`src/hw/rtl/csv_field_splitter_core_assert.svh`:
```
// Assertion macros for the CSV field splitter.
// Each macro samples on clk and is disabled while rst_n is low.
`ifndef CSV_FIELD_SPLITTER_CORE_ASSERT_SVH
`define CSV_FIELD_SPLITTER_CORE_ASSERT_SVH

// The consequent must hold in the same cycle as the antecedent.
`define CSVFS_ASSERT_IMPLIES(label, ante, cons) \
  label: assert property (@(posedge clk) disable iff (!rst_n) (ante) |-> (cons)) \
    else $error("csvfs assertion failed");

// The expression must never be true.
`define CSVFS_ASSERT_NEVER(label, expr) \
  label: assert property (@(posedge clk) disable iff (!rst_n) !(expr)) \
    else $error("csvfs assertion failed");

`endif

```
`src/hw/rtl/csvfs_pkg.sv`:
```
// Shared types and constants of the CSV field splitter.
// No dependencies; used by every module of the block.
`default_nettype none

package csvfs_pkg;

  localparam int SPACE_BUFFER_DEPTH = 16;
  localparam int SPACE_CNT_W = $clog2(SPACE_BUFFER_DEPTH + 1);
  localparam int SPACE_IDX_W = (SPACE_BUFFER_DEPTH > 1) ? $clog2(SPACE_BUFFER_DEPTH) : 1;

  localparam int CMDQ_DEPTH = 4;
  localparam int CMDQ_PTR_W = $clog2(CMDQ_DEPTH);
  localparam int CMDQ_CNT_W = $clog2(CMDQ_DEPTH + 1);

  localparam logic [7:0] CH_QUOTE = 8'h22;
  localparam logic [7:0] CH_COMMA = 8'h2C;
  localparam logic [7:0] CH_LF    = 8'h0A;
  localparam logic [7:0] CH_CR    = 8'h0D;
  localparam logic [7:0] CH_SPACE = 8'h20;
  localparam logic [7:0] CH_TAB   = 8'h09;
  localparam logic [7:0] CH_VT    = 8'h0B;
  localparam logic [7:0] CH_FF    = 8'h0C;

  typedef enum logic [2:0] {
    PH_START,
    PH_LEAD,
    PH_UNQ,
    PH_QUOTED,
    PH_QSEEN,
    PH_AFTERQ,
    PH_DONE
  } phase_t;

  typedef enum logic [2:0] {
    OP_EMIT,
    OP_SPACE,
    OP_FLUSH,
    OP_FEND,
    OP_TERM
  } op_t;

  typedef struct packed {
    op_t        op;
    logic [7:0] data;
    logic       owed;
  } cmd_t;

endpackage

`default_nettype wire

```
`src/hw/rtl/csvfs_front.sv`:
```
// Front end: accepts input words, tracks the parse phase and turns each word
// into at most one command for the back end. Depends on csvfs_pkg.
`default_nettype none

module csvfs_front
  import csvfs_pkg::*;
(
  input  wire logic       clk,
  input  wire logic       rst_n,
  input  wire logic       in_valid,
  output logic            in_stall,
  input  wire logic [7:0] in_char_byte,
  input  wire logic       in_terminator,
  input  wire logic       q_full,
  output logic            q_push,
  output cmd_t            q_cmd
);

  phase_t phase_r, phase_nxt;
  logic   any_field_r, any_field_nxt;
  logic   last_comma_r, last_comma_nxt;
  logic   accept;
  logic   is_ws;
  logic   is_eol;

  assign in_stall = q_full;
  assign accept   = in_valid && !q_full;
  assign is_ws    = (in_char_byte == CH_SPACE) || (in_char_byte == CH_TAB) ||
                    (in_char_byte == CH_VT) || (in_char_byte == CH_FF);
  assign is_eol   = (in_char_byte == CH_LF) || (in_char_byte == CH_CR);

  always_ff @(posedge clk) begin
    if (!rst_n) begin
      phase_r      <= PH_START;
      any_field_r  <= 1'b0;
      last_comma_r <= 1'b0;
    end else begin
      phase_r      <= phase_nxt;
      any_field_r  <= any_field_nxt;
      last_comma_r <= last_comma_nxt;
    end
  end

  always_comb begin
    phase_nxt      = phase_r;
    any_field_nxt  = any_field_r;
    last_comma_nxt = last_comma_r;
    q_push         = 1'b0;
    q_cmd.op       = OP_EMIT;
    q_cmd.data     = in_char_byte;
    q_cmd.owed     = any_field_r || last_comma_r;
    if (accept) begin
      if (in_terminator) begin
        q_push         = 1'b1;
        q_cmd.op       = OP_TERM;
        phase_nxt      = PH_START;
        any_field_nxt  = 1'b0;
        last_comma_nxt = 1'b0;
      end else begin
        unique case (phase_r)
          PH_QSEEN: begin
            if (in_char_byte == CH_QUOTE) begin
              // A doubled quote inside quotes stands for one quote.
              q_push    = 1'b1;
              q_cmd.op  = OP_EMIT;
              phase_nxt = PH_QUOTED;
            end else if (in_char_byte == CH_COMMA) begin
              q_push         = 1'b1;
              q_cmd.op       = OP_FEND;
              phase_nxt      = PH_START;
              last_comma_nxt = 1'b1;
            end else if (is_eol) begin
              phase_nxt = PH_DONE;
            end else begin
              phase_nxt = PH_AFTERQ;
            end
          end
          PH_QUOTED: begin
            if (in_char_byte == CH_QUOTE) begin
              phase_nxt = PH_QSEEN;
            end else begin
              q_push   = 1'b1;
              q_cmd.op = OP_EMIT;
            end
          end
          PH_AFTERQ: begin
            if (in_char_byte == CH_COMMA) begin
              q_push         = 1'b1;
              q_cmd.op       = OP_FEND;
              phase_nxt      = PH_START;
              last_comma_nxt = 1'b1;
            end else if (is_eol) begin
              phase_nxt = PH_DONE;
            end
          end
          PH_START, PH_LEAD, PH_UNQ: begin
            if (is_eol) begin
              // Held whitespace is discarded by the terminator command.
              phase_nxt = PH_DONE;
            end else if (in_char_byte == CH_COMMA) begin
              q_push         = 1'b1;
              q_cmd.op       = OP_FEND;
              phase_nxt      = PH_START;
              any_field_nxt  = 1'b1;
              last_comma_nxt = 1'b1;
            end else begin
              any_field_nxt  = 1'b1;
              last_comma_nxt = 1'b0;
              if (phase_r == PH_START && in_char_byte == CH_QUOTE) begin
                phase_nxt = PH_QUOTED;
              end else if (is_ws) begin
                if (phase_r == PH_UNQ) begin
                  q_push   = 1'b1;
                  q_cmd.op = OP_SPACE;
                end else begin
                  phase_nxt = PH_LEAD;
                end
              end else begin
                q_push    = 1'b1;
                q_cmd.op  = OP_FLUSH;
                phase_nxt = PH_UNQ;
              end
            end
          end
          PH_DONE: begin
            phase_nxt = PH_DONE;
          end
          default: begin
            phase_nxt = PH_START;
          end
        endcase
      end
    end
  end

endmodule

`default_nettype wire

```
`src/hw/rtl/csvfs_cmdq.sv`:
```
// Command queue between front and back end: a small register FIFO.
// Depends on csvfs_pkg for the command type and depth.
`default_nettype none

module csvfs_cmdq
  import csvfs_pkg::*;
(
  input  wire logic clk,
  input  wire logic rst_n,
  input  wire logic push,
  input  wire cmd_t push_cmd,
  output logic      full,
  input  wire logic pop,
  output logic      empty,
  output cmd_t      head
);

  cmd_t                  entry_r [CMDQ_DEPTH];
  logic [CMDQ_PTR_W-1:0] wr_ptr_r, wr_ptr_nxt;
  logic [CMDQ_PTR_W-1:0] rd_ptr_r, rd_ptr_nxt;
  logic [CMDQ_CNT_W-1:0] cnt_r, cnt_nxt;
  logic                  do_push;
  logic                  do_pop;

  assign full    = (cnt_r == CMDQ_CNT_W'(CMDQ_DEPTH));
  assign empty   = (cnt_r == '0);
  assign head    = entry_r[rd_ptr_r];
  assign do_push = push && !full;
  assign do_pop  = pop && !empty;

  always_comb begin
    wr_ptr_nxt = do_push ? wr_ptr_r + 1'b1 : wr_ptr_r;
    rd_ptr_nxt = do_pop ? rd_ptr_r + 1'b1 : rd_ptr_r;
    cnt_nxt    = cnt_r + CMDQ_CNT_W'(do_push) - CMDQ_CNT_W'(do_pop);
  end

  always_ff @(posedge clk) begin
    if (!rst_n) begin
      wr_ptr_r <= '0;
      rd_ptr_r <= '0;
      cnt_r    <= '0;
    end else begin
      wr_ptr_r <= wr_ptr_nxt;
      rd_ptr_r <= rd_ptr_nxt;
      cnt_r    <= cnt_nxt;
    end
  end

  always_ff @(posedge clk) begin
    if (do_push) begin
      entry_r[wr_ptr_r] <= push_cmd;
    end
  end

endmodule

`default_nettype wire

```
`src/hw/rtl/csvfs_back.sv`:
```
// Back end: runs queued commands, holds the pending whitespace and drives
// the output register. Depends on csvfs_pkg.
`default_nettype none

module csvfs_back
  import csvfs_pkg::*;
(
  input  wire logic       clk,
  input  wire logic       rst_n,
  input  wire logic       q_empty,
  input  wire cmd_t       q_head,
  output logic            q_pop,
  output logic            out_valid,
  input  wire logic       out_stall,
  output logic [7:0]      out_out_byte,
  output logic            out_byte_valid,
  output logic            out_field_end,
  output logic            out_line_end,
  output logic            out_space_overflow
);

  logic [7:0]             space_r [SPACE_BUFFER_DEPTH];
  logic [SPACE_CNT_W-1:0] count_r, count_nxt;
  logic [SPACE_CNT_W-1:0] idx_r, idx_nxt;
  logic                   ovf_r, ovf_nxt;
  logic                   space_wr;
  logic                   load_ok;
  logic                   load;

  logic                   valid_r;
  logic [7:0]             byte_r, byte_nxt;
  logic                   bv_r, bv_nxt;
  logic                   fe_r, fe_nxt;
  logic                   le_r, le_nxt;
  logic                   ov_r, ov_nxt;

  assign load_ok = !valid_r || !out_stall;

  always_comb begin
    count_nxt = count_r;
    idx_nxt   = idx_r;
    ovf_nxt   = ovf_r;
    space_wr  = 1'b0;
    load      = 1'b0;
    q_pop     = 1'b0;
    byte_nxt  = 8'h00;
    bv_nxt    = 1'b0;
    fe_nxt    = 1'b0;
    le_nxt    = 1'b0;
    ov_nxt    = 1'b0;
    if (!q_empty) begin
      unique case (q_head.op)
        OP_SPACE: begin
          q_pop = 1'b1;
          if (count_r < SPACE_CNT_W'(SPACE_BUFFER_DEPTH)) begin
            space_wr  = 1'b1;
            count_nxt = count_r + 1'b1;
          end else begin
            ovf_nxt = 1'b1;
          end
        end
        OP_EMIT: begin
          if (load_ok) begin
            load     = 1'b1;
            q_pop    = 1'b1;
            byte_nxt = q_head.data;
            bv_nxt   = 1'b1;
          end
        end
        OP_FLUSH: begin
          // Held whitespace goes out one word a cycle while the output is not stalled, then the content byte.
          if (load_ok) begin
            load   = 1'b1;
            bv_nxt = 1'b1;
            ov_nxt = ovf_r;
            if (idx_r < count_r) begin
              byte_nxt = space_r[idx_r[SPACE_IDX_W-1:0]];
              idx_nxt  = idx_r + 1'b1;
            end else begin
              byte_nxt  = q_head.data;
              q_pop     = 1'b1;
              idx_nxt   = '0;
              count_nxt = '0;
              ovf_nxt   = 1'b0;
            end
          end
        end
        OP_FEND: begin
          if (load_ok) begin
            load      = 1'b1;
            q_pop     = 1'b1;
            fe_nxt    = 1'b1;
            count_nxt = '0;
            ovf_nxt   = 1'b0;
          end
        end
        OP_TERM: begin
          if (load_ok) begin
            load      = 1'b1;
            q_pop     = 1'b1;
            fe_nxt    = q_head.owed;
            le_nxt    = 1'b1;
            count_nxt = '0;
            idx_nxt   = '0;
            ovf_nxt   = 1'b0;
          end
        end
        default: begin
          q_pop = 1'b1;
        end
      endcase
    end
  end

  always_ff @(posedge clk) begin
    if (!rst_n) begin
      count_r <= '0;
      idx_r   <= '0;
      ovf_r   <= 1'b0;
      valid_r <= 1'b0;
    end else begin
      count_r <= count_nxt;
      idx_r   <= idx_nxt;
      ovf_r   <= ovf_nxt;
      if (load) begin
        valid_r <= 1'b1;
      end else if (!out_stall) begin
        valid_r <= 1'b0;
      end
    end
  end

  always_ff @(posedge clk) begin
    if (space_wr) begin
      space_r[count_r[SPACE_IDX_W-1:0]] <= q_head.data;
    end
  end

  always_ff @(posedge clk) begin
    if (load) begin
      byte_r <= byte_nxt;
      bv_r   <= bv_nxt;
      fe_r   <= fe_nxt;
      le_r   <= le_nxt;
      ov_r   <= ov_nxt;
    end
  end

  assign out_valid          = valid_r;
  assign out_out_byte       = byte_r;
  assign out_byte_valid     = bv_r;
  assign out_field_end      = fe_r;
  assign out_line_end       = le_r;
  assign out_space_overflow = ov_r;

endmodule

`default_nettype wire

```
`src/hw/rtl/csv_field_splitter_core.sv`:
```
// Top level of the CSV field splitter: front end, command queue, back end.
// Depends on csvfs_pkg, csvfs_front, csvfs_cmdq, csvfs_back and the assert header.
`default_nettype none
`include "csv_field_splitter_core_assert.svh"

// Splits one CSV line, given one byte per input word and closed by a
// terminator word, into content bytes with field-end and line-end marks.
// The front end takes one input word per cycle while the four-entry command
// queue has room. The back end delivers one result word per cycle while the
// output is not stalled; a content byte that follows held trailing spaces
// goes out after them, since the held spaces leave the space buffer one per
// cycle, so each such flush lowers the sustained rate of input words. Up to
// SPACE_BUFFER_DEPTH spaces are held; further ones are dropped and flagged.
// Output is registered; a result can wait under stall while input continues.
module csv_field_splitter_core
  import csvfs_pkg::*;
(
  input  wire logic       clk,
  input  wire logic       rst_n,
  input  wire logic       in_valid,
  output logic            in_stall,
  input  wire logic [7:0] in_char_byte,
  input  wire logic       in_terminator,
  output logic            out_valid,
  input  wire logic       out_stall,
  output logic [7:0]      out_out_byte,
  output logic            out_byte_valid,
  output logic            out_field_end,
  output logic            out_line_end,
  output logic            out_space_overflow
);

  logic q_full;
  logic q_push;
  cmd_t q_cmd;
  logic q_pop;
  logic q_empty;
  cmd_t q_head;

  csvfs_front u_front (
    .clk           (clk),
    .rst_n         (rst_n),
    .in_valid      (in_valid),
    .in_stall      (in_stall),
    .in_char_byte  (in_char_byte),
    .in_terminator (in_terminator),
    .q_full        (q_full),
    .q_push        (q_push),
    .q_cmd         (q_cmd)
  );

  csvfs_cmdq u_cmdq (
    .clk      (clk),
    .rst_n    (rst_n),
    .push     (q_push),
    .push_cmd (q_cmd),
    .full     (q_full),
    .pop      (q_pop),
    .empty    (q_empty),
    .head     (q_head)
  );

  csvfs_back u_back (
    .clk                (clk),
    .rst_n              (rst_n),
    .q_empty            (q_empty),
    .q_head             (q_head),
    .q_pop              (q_pop),
    .out_valid          (out_valid),
    .out_stall          (out_stall),
    .out_out_byte       (out_out_byte),
    .out_byte_valid     (out_byte_valid),
    .out_field_end      (out_field_end),
    .out_line_end       (out_line_end),
    .out_space_overflow (out_space_overflow)
  );

  // A content byte never closes a field or a line.
  `CSVFS_ASSERT_IMPLIES(a_byte_no_marks, out_valid && out_byte_valid,
                        !out_field_end && !out_line_end)
  // The overflow flag only rides on flushed content bytes.
  `CSVFS_ASSERT_IMPLIES(a_ovf_on_byte, out_valid && out_space_overflow, out_byte_valid)
  // Mark-only words carry a zero byte.
  `CSVFS_ASSERT_NEVER(a_mark_zero_byte, out_valid && !out_byte_valid && (out_out_byte != 8'h00))

endmodule

`default_nettype wire

```
`config.mk`:
```
export PLATFORM = sky130hd
export DESIGN_NAME = csv_field_splitter_core
export DESIGN_NICKNAME = d
export VERILOG_FILES = /design/src/hw/rtl/csvfs_pkg.sv /design/src/hw/rtl/csvfs_front.sv /design/src/hw/rtl/csvfs_cmdq.sv /design/src/hw/rtl/csvfs_back.sv /design/src/hw/rtl/csv_field_splitter_core.sv
export VERILOG_INCLUDE_DIRS = /design/src /design/src/hw/rtl
export SDC_FILE = /design/constraint.sdc
export NUM_CORES = 1
export LEC_CHECK = 0
export BUFFER_PORTS_ARGS = -buffer_cell sky130_fd_sc_hd__buf_2
export CORE_ASPECT_RATIO = 0.75
export CORE_MARGIN = 3
export CORE_UTILIZATION = 30
export CTS_BUF_LIST = sky130_fd_sc_hd__clkbuf_8
export DETAILED_ROUTE_END_ITERATION = 12
export GPL_TIMING_DRIVEN = 0
export PLACE_DENSITY = 0.52
export SYNTH_ARGS = -nofsm -noshare
export SYNTH_HDL_FRONTEND = slang
export SYNTH_HIERARCHICAL = 1
export SYNTH_SLANG_ARGS = --single-unit
```
`constraint.sdc`:
```
create_clock -name clk -period 4.66 [get_ports clk]
set_input_delay 0.466 -clock clk [delete_from_list [all_inputs] [get_ports clk]]
set_output_delay 0.466 -clock clk [all_outputs]
set_load 0.005 [all_outputs]
```
==> qor.txt, run 1 <==
Status = complete, no violations
DPL Wire Length = 13,800 um
Slew @ Worst Pin = 0.942 ns
Post-synthesis sequential area ratio = 0.658
Die width = 211 um
Initial antenna violation count = 0
Switching share of power = 0.286
Worst endpoint required time = 5.08 ns
Worst Setup End Kind = register
Post-synthesis mux area share = 0.119
CTS root buf = clkbuf_8
Leak pwr = 3.62 nW
Port Buffers = 24
Clock Latency Late Sink = 0.54 ns
Power per cell area = 553 nW/um2
Internal = 4.33 mW
Setup TNS = 0 ns
CTS Sinks = 218
Final setup violation count = 0
Multi-input logic area = 2930 um2
Mapped Area = 9490 um2
Pwr Total = 6.07 mW
Largest family of logic cells by synthesized area = multiplexers
Routed Antenna Nets = 0
Number of synthesized flops with an enable pin = 188
Num CTS Buffers = 38
Combinational share of power = 0.253
Global-route usage over all layers = 0.123
Final worst-path cycle share = 0.844
FILL cells = 2,912
CTS tree = yes
Post-synthesis simple-gate area fraction = 0.0839
RD Place Congestion = 0.833
Fin. Hold Viols = 0
Vias = 5,369
Setup ws final = 0.725 ns
Nets@finish = 678
Flop pwr share = 0.427
Die Area = 33,800 um2
Slew HR = 0.370
Synth cell types = 75
Final Skew = 0.0315 ns
CP max FO = 10
H-Tree Depth = 2
Final instance area = 11,000 um2
RSZ-0062 raised after global routing = false
Fin crit period = 3.94 ns
CP Launch Type = register
DRC Markers = 0
Die Span Y = 160 um
Achievable Freq = 254 MHz
First-pass GRT wire length = 32,000 um
Post-CTS Setup Bufs = 0
Adder-Cell Fraction of Synth Area = 0.0219
HP Class = in -> reg
Top FF cell, synth = edfxtp_1
Largest net degree at the start of global routing = 18
CORE AREA = 30,700 um2
Row cnt = 55
Clock slew at reported path FFs = 0.07 ns
NetSw = 1.74 mW
Max Transition Viols Final = 0
Yosys reg bits = 218
Total grt overflow = 0
I/O pin count = 27
DR pass1 iterations = 5
Final WL = 20,700 um
Drt first-iter violations = 463
Area after DPL = 10,200 um2
Clock power frac = 0.320
Setup CP Type = reg -> reg
Vias in the first global route = 5,470
Clock Tree Buf Depth = 3
Layout cell share with drive strength beyond 1 = 0.268
Avg WL per Cell = 19.4 um
Register area = 6250 um2
Ant. Diodes = 0
Ys Warns = 6
DP Worst Slack = 0.703 ns
Final hold slack = 0.136 ns
Synth-to-layout area growth = 15.7%
Maxcap violations = 0
Arr. time, crit path = 4.35 ns
Mapped Cells = 583
Async set-reset flop share out of synthesis = 0
Synth Area in XOR/XNOR = 0.00646
Post-CTS sizing = 0
Maximum VDD drop = 240 uV
R2R setup slack = 0.72 ns
Initial Util = 0.309
Mapped Avg Cell Area = 16.3 um2
Synth Area in Compound Gates = 0.0754
Syn Nets = 612
Vias/cell = 5.01
CTS Hold Bufs = 0
[final timing paths]
kind                                    startpoint                                to  cells past startpoint
hold reg to reg   u_front/any_field_r$_SDFFE_PN0P_  u_front/any_field_r$_SDFFE_PN0P_                      2
setup reg to reg                          register        u_cmdq/cnt_r[2]$_SDFF_PN0_                     15
hold / removal                     in_char_byte[3]    u_cmdq/entry_r[2][4]$_DFFE_PP_                      1
setup / recovery                          register        u_cmdq/cnt_r[2]$_SDFF_PN0_                     15
[per-layer routing]
metal	up-vias	share of wire	global-route usage
met5	-	0	0
li1	2424	-	-
met2	150	0.44	0.182
met4	0	0.019	0.0356
met3	34	0.055	0.0297
met1	2761	0.48	0.181
[worst max-delay path: stages, from the launching register on]
cell and delay, ns:
dfxtp_1 0.42, buf_6 0.22, mux4_2 0.65, nand2b_2 0.27, nor2_1 0.16, a21boi_1 0.40
nor3_1 0.15, nor2b_1 0.18, ha_1 0.29, inv_1 0.07, ha_1 0.13, inv_1 0.05
fa_1 0.40, xnor2_1 0.14, xnor2_1 0.12, and2_1 0.16
[cell usage after synthesis (5+ instances only)]
master / count / area (um2)
a211oi_1: 7 / 52.6
mux4_2: 42 / 946
o21ai_0: 7 / 35.0
inv_1: 13 / 48.8
nor2b_1: 14 / 87.6
a211oi_2: 8 / 100
buf_4: 14 / 105
buf_6: 8 / 90.1
a21oi_1: 18 / 90.1
or2_2: 5 / 31.3
clkbuf_1: 6 / 22.5
buf_2: 5 / 25.0
nor3_1: 11 / 55.1
nor2_1: 34 / 128
nand2_1: 33 / 124
edfxtp_1: 188 / 5650
nand2b_1: 5 / 31.3
a22o_1: 8 / 70.1
ha_1: 15 / 188
and2_1: 9 / 56.3
mux2i_1: 13 / 130
dfxtp_1: 30 / 601
[area by class of cell]
class,count,area share
Clock inverter,19,0.0210
Sequential cell,218,0.568
Inverter,13,0.00444
Timing Repair Buffer,26,0.0126
Clock buffer,44,0.0551
Tap cell,399,0.0454
Buffer,37,0.0263
Multi-Input combinational cell,315,0.267
[per-stage QoR]
stage                     cells   util
after global placement     1006  0.330
after CTS                  1071  0.358
final                      1071  0.358
after detailed placement   1008  0.331
after floorplan             583      -
after global routing       1071  0.358
[cells by family (layout without fill, tap and decap cells)]
logic type / Yosys count / in the layout
DFF: 218 / 218
and+or+nand+nor: 146 / 146
AOI/OAI and AO/OA: 89 / 89
muxes: 57 / 57
buffers and inverters: 50 / 139
adders and majority gates: 16 / 16
xor gates and xnor gates: 7 / 7
[power by group through the flow]
stage / logic (mW) / clock network, mW / registers (mW)
after floorplan: 1.07 / 0 / 2.62
after global placement: 1.50 / 0 / 2.62
after detailed placement: 1.56 / 0 / 2.63
after CTS: 1.57 / 2.01 / 2.60
after global routing: 1.70 / 2.09 / 2.61
final: 1.54 / 1.94 / 2.59
[flip-flops by register name, summed over array words and instances (netlist names), 2 cells and up, named ones only]
signal / flops
u_front/phase_r: 3
u_back/out_out_byte: 8
u_back/count_r: 5
u_back/space_r: 128
u_cmdq/entry_r: 48
u_back/idx_r: 5
u_cmdq/cnt_r: 3
u_cmdq/rd_ptr_r: 2
u_cmdq/wr_ptr_r: 2
[layout by cell type, fill, tap and decap left out, types with 7 or more instances in the layout]
cell type and instances:
a211oi_2 9, a21oi_1 18, a22o_1 8, and2_1 9
buf_2 29, buf_4 15, buf_6 9, clkbuf_8 45
dfxtp_1 30, edfxtp_1 188, ha_1 15, inv_1 23
mux2i_1 13, mux4_2 42, nand2_1 33, nor2_1 34
nor2b_1 14, nor3_1 8, o21ai_0 7
Power figures use the tool's default switching activity.
==> run 2, diff against run 1 <==
--- a/config.mk
+++ b/config.mk
@@ -13,7 +13,7 @@
 export CTS_BUF_LIST = sky130_fd_sc_hd__clkbuf_8
 export DETAILED_ROUTE_END_ITERATION = 12
 export GPL_TIMING_DRIVEN = 0
-export PLACE_DENSITY = 0.52
+export PLACE_DENSITY = 0.54
 export SYNTH_ARGS = -nofsm -noshare
 export SYNTH_HDL_FRONTEND = slang
 export SYNTH_HIERARCHICAL = 1
==> constraint.sdc (replaced) <==
create_clock -name clk -period 3.4 [get_ports clk]
set_input_delay 0.34 -clock clk [delete_from_list [all_inputs] [get_ports clk]]
set_output_delay 0.34 -clock clk [all_outputs]
set_load 0.005 [all_outputs]
==> qor.txt, run 2 (synthesized netlist as in run 1, its figures left out) <==
Status = complete, no violations
R2R setup slack = 0.06 ns (-0.67 ns)
Largest net degree at the start of global routing = 18 (unchanged)
Total grt overflow = 0 (unchanged)
Synth-to-layout area growth = 16.2%
Worst endpoint required time = 3.82 ns (-1.26 ns)
Initial Util = 0.309 (unchanged)
I/O pin count = 27 (unchanged)
HP Class = in -> reg
Row cnt = 55 (unchanged)
Worst path slowest cell = mux4_2
Drt first-iter violations = 405 (-13%)
CP Launch Type = register
Avg WL per Cell = 19.2 um (-0.65%)
Clock Tree Buf Depth = 3 (unchanged)
Arr. time, crit path = 3.76 ns (-0.59 ns)
CTS root buf = clkbuf_8
Worst path max stage delay = 0.51 ns (-0.14 ns)
Final setup violation count = 0 (unchanged)
CORE AREA = 30,700 um2 (unchanged)
RD Place Congestion = 0.811 (-2.7%)
Worst Setup End Kind = register
Area after DPL = 10,100 um2 (-0.18%)
RSZ-0062 raised after global routing = true
Final core utilization = 0.360 (+0.00155)
Max Transition Viols Final = 0 (unchanged)
Ant. Diodes = 0 (unchanged)
Maximum VDD drop = 338 uV (+41%)
Non-filler instance count after layout = 1,074 (+0.28%)
Power per cell area = 736 nW/um2 (+33%)
DRC Markers = 0 (unchanged)
Setup CP Type = reg -> reg
Vias in the first global route = 5,530 (+1.1%)
DR pass1 iterations = 5 (unchanged)
Final Skew = 0.0148 ns (-0.0166 ns)
Pwr Total = 8.12 mW (+34%)
Die Area = 33,800 um2 (unchanged)
Hold_sp = in_char_byte[2]
Fin crit period = 3.34 ns (-0.591 ns)
Achievable Freq = 299 MHz (+18%)
Final worst-path cycle share = 0.984 (+0.139)
CTS tree = yes
Cells after DPL = 1,007 (-0.099%)
Max reg flops = 128 (unchanged)
Nets@finish = 682 (+0.59%)
Num CTS Buffers = 36 (-5.3%)
Clock Latency Late Sink = 0.52 ns (-0.02 ns)
CP Cell Sequence = buf_12 > mux4_2 > buf_4 > or2_2 > a21oi_2 > nor3_2 > nor2b_1 > ha_1 > inv_1 > ha_1 > inv_1 > fa_2 > xnor2_2 > xnor2_1 > and2_1
Most frequent cells in the layout = edfxtp_1 (188), clkbuf_8 (42), mux4_2 (42)
Die Span Y = 160 um (unchanged)
Most common cell after layout, fill and taps aside = edfxtp_1
Clock slew at reported path FFs = 0.06 ns (about the same)
DPL Wire Length = 13,800 um (+0.18%)
Leak pwr = 3.62 nW (about the same)
FILL cells = 2,888 (-0.82%)
Initial antenna violation count = 0 (unchanged)
Final instance area = 11,000 um2 (+0.43%)
H-Tree Depth = 2 (unchanged)
CTS Sinks = 218 (unchanged)
Slew HR = 0.415 (+0.0453)
Fin. Hold Viols = 0 (unchanged)
Port Buffers = 24 (unchanged)
Global-route usage over all layers = 0.123 (-0.000470)
Vias/cell = 5.01 (about the same)
CP max FO = 8 (-2)
Routed Antenna Nets = 0 (unchanged)
Maxcap violations = 0 (unchanged)
Die width = 211 um (unchanged)
Final WL = 20,700 um (-0.37%)
Final hold slack = 0.169 ns (+0.0328 ns)
Slew @ Worst Pin = 0.878 ns (-0.0645 ns)
Vias = 5,385 (+0.30%)
First-pass GRT wire length = 32,000 um (about the same)
Layout cell share with drive strength beyond 1 = 0.307 (+0.0388)
-- run 2: cell types whose count changed in the layout (fill, tap and decap cells not counted), moves of 3 or more --
cell | previous run | this run
bufinv_16 | 6 | 3
clkbuf_8 | 45 | 42
nor2_2 | 0 | 12
dfxtp_2 | 0 | 3
buf_4 | 15 | 22
nor2_1 | 34 | 21
dfxtp_1 | 30 | 26
-- run 2: worst paths after layout --
| kind | endpoint | depth (start not counted) |
|---|---|---|
| worst max-delay path | u_cmdq/cnt_r[2]$_SDFF_PN0_ | 15 |
| worst max register to register | u_cmdq/cnt_r[2]$_SDFF_PN0_ | 15 |
| worst min register to register | u_front/any_field_r$_SDFFE_PN0P_ | 2 |
| worst min-delay path | u_cmdq/entry_r[3][3]$_DFFE_PP_ | 2 |
-- run 2: worst max-delay path: cells and delay by family (launching register included) --
family / cells / cell delay (ns)
xor+xnor: 2 / 0.28
compound gates: 1 / 0.15
fa+ha+maj: 3 / 0.79
flops: 1 / 0.38
mux: 1 / 0.51
simple gates: 4 / 0.70
buf+inv: 4 / 0.42
-- run 2: area by class of cell --
type	count	area (um2)	area share
multi-input combinational	315	3020	0.273
clock buffer	41	564	0.0511
tap	399	499	0.0452
sequential	218	6250	0.567
inverter	13	48.8	0.00442
timing repair buffer	34	204	0.0185
buffer	35	293	0.0265
clock inverter	19	155	0.0141
-- run 2: metal layers --
layer | part of all wire | vias to the layer above | routed length (um) | track usage
li1 | - | 2433 | - | -
met1 | 0.47 | 2738 | 9800 | 0.181
met2 | 0.44 | 182 | 9120 | 0.182
met3 | 0.068 | 32 | 1400 | 0.0281
met4 | 0.017 | 0 | 346 | 0.0359
met5 | 0 | - | 0 | 0
-- run 2: metrics by stage --
step           setup TNS [ns]  worst slack, ns
5_1_grt                 -1.49           -0.122
2_1_floorplan               0           0.0107
3_3_place_gp            -7.49           -0.351
4_1_cts                -0.117           -0.117
3_5_place_dp           -10.58           -0.465
6_report                    0           0.0558
-- run 2: repair_timing --
action / in CTS / in global routing
endpoints found under the setup margin: 36 / 83
pin swaps: 0 / 5
setup buffers: 1 / 6
endpoints found under the hold margin: 8 / 0
gates resized for setup: 14 / 21
hold buffers: 2 / 0
-- run 2: power breakdown --
group          switching (mW)  internal (mW)
registers               0.110           3.45
clock network            1.02           1.32
logic                    1.27          0.948
==> run 3, diff against run 2 <==
--- a/config.mk
+++ b/config.mk
@@ -6,6 +6,7 @@
 export SDC_FILE = /design/constraint.sdc
 export NUM_CORES = 1
 export LEC_CHECK = 0
+export ABC_AREA = 1
 export BUFFER_PORTS_ARGS = -buffer_cell sky130_fd_sc_hd__buf_2
 export CORE_ASPECT_RATIO = 0.75
 export CORE_MARGIN = 3
==> qor.txt, run 3 <==
Status = complete, no violations
Combinational share of power = 0.351 (+0.077)
Achievable Freq = 316 MHz (+5.6%)
Die Area = 34,700 um2 (+2.6%)
Final WL = 25,200 um (+22%)
Ys Warns = 6 (unchanged)
Clock slew at reported path FFs = 0.06 ns (about the same)
Slew @ Worst Pin = 1.30 ns (+0.419 ns)
Row cnt = 56 (+1.8%)
DPL Wire Length = 16,700 um (+21%)
Vias = 6,924 (+29%)
Nets@finish = 1,039 (+52%)
Top-count cell post-synth = nand2_1
Worst Setup End Kind = register
Final hold slack = 0.150 ns (-0.0189 ns)
Slew HR = 0.132 (-0.283)
Setup TNS = 0 ns (unchanged)
CTS tree = yes
Final Skew = 0.0184 ns (+0.00353 ns)
Fin crit period = 3.17 ns (-0.178 ns)
Die width = 214 um (+1.3%)
Yosys top cell area share = 0.579 (-0.0155)
CP Launch Type = register
Drt first-iter violations = 584 (+44%)
Syn Nets = 972 (+59%)
RD Place Congestion = 0.881 (+8.7%)
Final instance area = 11,200 um2 (+1.9%)
First-pass GRT wire length = 38,800 um (+21%)
DR pass1 iterations = 5 (unchanged)
H-Tree Depth = 2 (unchanged)
Clock power frac = 0.249 (-0.040)
CP max FO = 10 (+2)
Leak pwr = 4.28 nW (+18%)
Maxcap violations = 0 (unchanged)
Total grt overflow = 0 (unchanged)
Post-CTS sizing = 2 (-12)
CTS Sinks = 218 (unchanged)
Die Span Y = 162 um (+1.3%)
HP Class = in -> reg
DP Worst Slack = -0.143 ns (+0.321 ns)
Top cells by area, synth = edfxtp_1 (58%), nand2_1 (8.7%), nand3_1 (7.3%), dfxtp_1 (6.2%), nor2_1 (3.2%)
Largest net degree at the start of global routing = 18 (unchanged)
RSZ-0062 raised after global routing = true
Avg WL per Cell = 17.1 um (-11%)
Final worst-path cycle share = 0.931 (-0.0525)
Vias/cell = 4.70 (-6.2%)
Vias in the first global route = 6,636 (+20%)
Initial antenna violation count = 0 (unchanged)
Layout cell share with drive strength beyond 1 = 0.163 (-0.144)
Clock Tree Buf Depth = 3 (unchanged)
Global-route usage over all layers = 0.144 (+0.0206)
Mapped Cells = 943 (+62%)
Internal = 5.59 mW (-2.2%)
Mapped Avg Cell Area = 10.3 um2 (-37%)
Non-filler instance count after layout = 1,473 (+37%)
I/O pin count = 27 (unchanged)
Setup ws final = 0.234 ns (+0.178 ns)
Switching share of power = 0.385 (+0.0883)
Num CTS Buffers = 38 (+5.6%)
Port Buffers = 26 (+8.3%)
Ant. Diodes = 0 (unchanged)
Post-synthesis sequential area ratio = 0.641 (-0.0171)
Flop pwr share = 0.401 (-0.037)
Fin. Hold Viols = 0 (unchanged)
Max Transition Viols Final = 0 (unchanged)
Number of synthesized flops with an enable pin = 188 (unchanged)
Maximum VDD drop = 447 uV (+32%)
Synth-to-layout area growth = 15.4%
Initial Util = 0.308 (-0.00154)
Most common library cells after synthesis = nand2_1 (226), edfxtp_1 (188), nand3_1 (143)
FILL cells = 3,250 (+13%)
CORE AREA = 31,700 um2 (+3.2%)
Synth area leader = edfxtp_1
Setup CP Type = reg -> reg
Clock Latency Late Sink = 0.53 ns (about the same)
Most frequent cells in the layout = nand2_1 (226), edfxtp_1 (188), nand3_1 (143)
Routed Antenna Nets = 0 (unchanged)
Area after DPL = 10,500 um2 (+3.6%)
Mapped Area = 9750 um2 (+2.7%)
Post-CTS Setup Bufs = 0 (-1)
Max reg flops = 128 (unchanged)
CTS root buf = clkbuf_8
Top FF cell, synth = edfxtp_1
Synth cell types = 42 (-44%)
Most common cell after layout, fill and taps aside = nand2_1
Worst endpoint required time = 3.82 ns (about the same)
Power per cell area = 807 nW/um2 (+9.7%)
CTS Hold Bufs = 0 (-2)
Arr. time, crit path = 3.58 ns (-0.18 ns)
NetSw = 3.49 mW (+45%)
Final setup violation count = 0 (unchanged)
Yosys reg bits = 218 (unchanged)
DRC Markers = 0 (unchanged)
Async set-reset flop share out of synthesis = 0 (unchanged)
Cells after DPL = 1,406 (+40%)
run 3: changes by cell type in the layout (fill, tap and decap cells not counted), sizes merged, moves of 14 or more:
| cell | delta |
|---|---|
| mux4 | -44 |
| nor2 | +62 |
| inv | +70 |
| o21ai | +32 |
| nor2b | -14 |
| nand3 | +143 |
| nand2 | +205 |
| a211oi | -14 |
run 3: per-layer routing:
layer  wire [um]  track usage
met1       12700        0.222
met2       10200        0.205
met3        1820       0.0254
met4         496       0.0390
met5           0            0
run 3: per-stage QoR:
step	power (mW)	util
6_report	9.08	0.355
5_1_grt	9.67	0.355
4_1_cts	9.14	0.355
3_5_place_dp	6.82	0.331
3_3_place_gp	6.73	0.329
2_1_floorplan	5.63	-
run 3: worst max-delay path: stages (launching register included):
cell	delay, ns
dfxtp_1	0.37
buf_2	0.28
o21ai_0	0.16
o22ai_2	0.36
inv_2	0.11
nand2_2	0.11
nand2_1	0.09
a31oi_2	0.24
inv_1	0.07
nor2_1	0.14
ha_1	0.25
inv_1	0.06
ha_1	0.13
inv_1	0.05
fa_1	0.40
o21ai_0	0.17
nor2_1	0.06
run 3: area by class of cell:
class	count	area, um2	share of cell area
Multi-Input combinational cell	604	3050	0.271
Clock buffer	45	619	0.0551
Buffer	41	234	0.0208
Tap cell	435	544	0.0484
Inverter	79	297	0.0264
Timing Repair Buffer	28	160	0.0142
Sequential cell	218	6250	0.555
Clock inverter	23	101	0.00901
run 3: worst paths after layout:
check	startpoint	endpoint	slack, ns	cells after the start
worst max-delay path	register	u_cmdq/cnt_r[2]$_SDFF_PN0_	0.23	16
worst min-delay path	in_char_byte[5]	u_cmdq/entry_r[2][6]$_DFFE_PP_	0.15	2
worst max register to register	register	u_cmdq/cnt_r[2]$_SDFF_PN0_	0.23	16
worst min register to register	u_back/ovf_r$_SDFFE_PN0P_	u_back/ovf_r$_SDFFE_PN0P_	0.47	2
run 3: logic make-up (layout without fill, tap and decap cells):
logic type,after synthesis,after routing,synth area share
simple gates,496,496,0.227
compound gates,88,88,0.0521
xor+xnor,4,4,0.00359
fa+ha+maj,16,16,0.0213
flops,218,218,0.641
buf+inv,121,216,0.0548
run 3: power groups by stage:
stage / sequential, mW / combinational (mW) / clock (mW)
4_1_cts: 3.64 / 3.16 / 2.34
5_1_grt: 3.67 / 3.55 / 2.45
6_report: 3.64 / 3.18 / 2.26
2_1_floorplan: 3.66 / 1.97 / 0
3_3_place_gp: 3.71 / 3.02 / 0
3_5_place_dp: 3.69 / 3.13 / 0
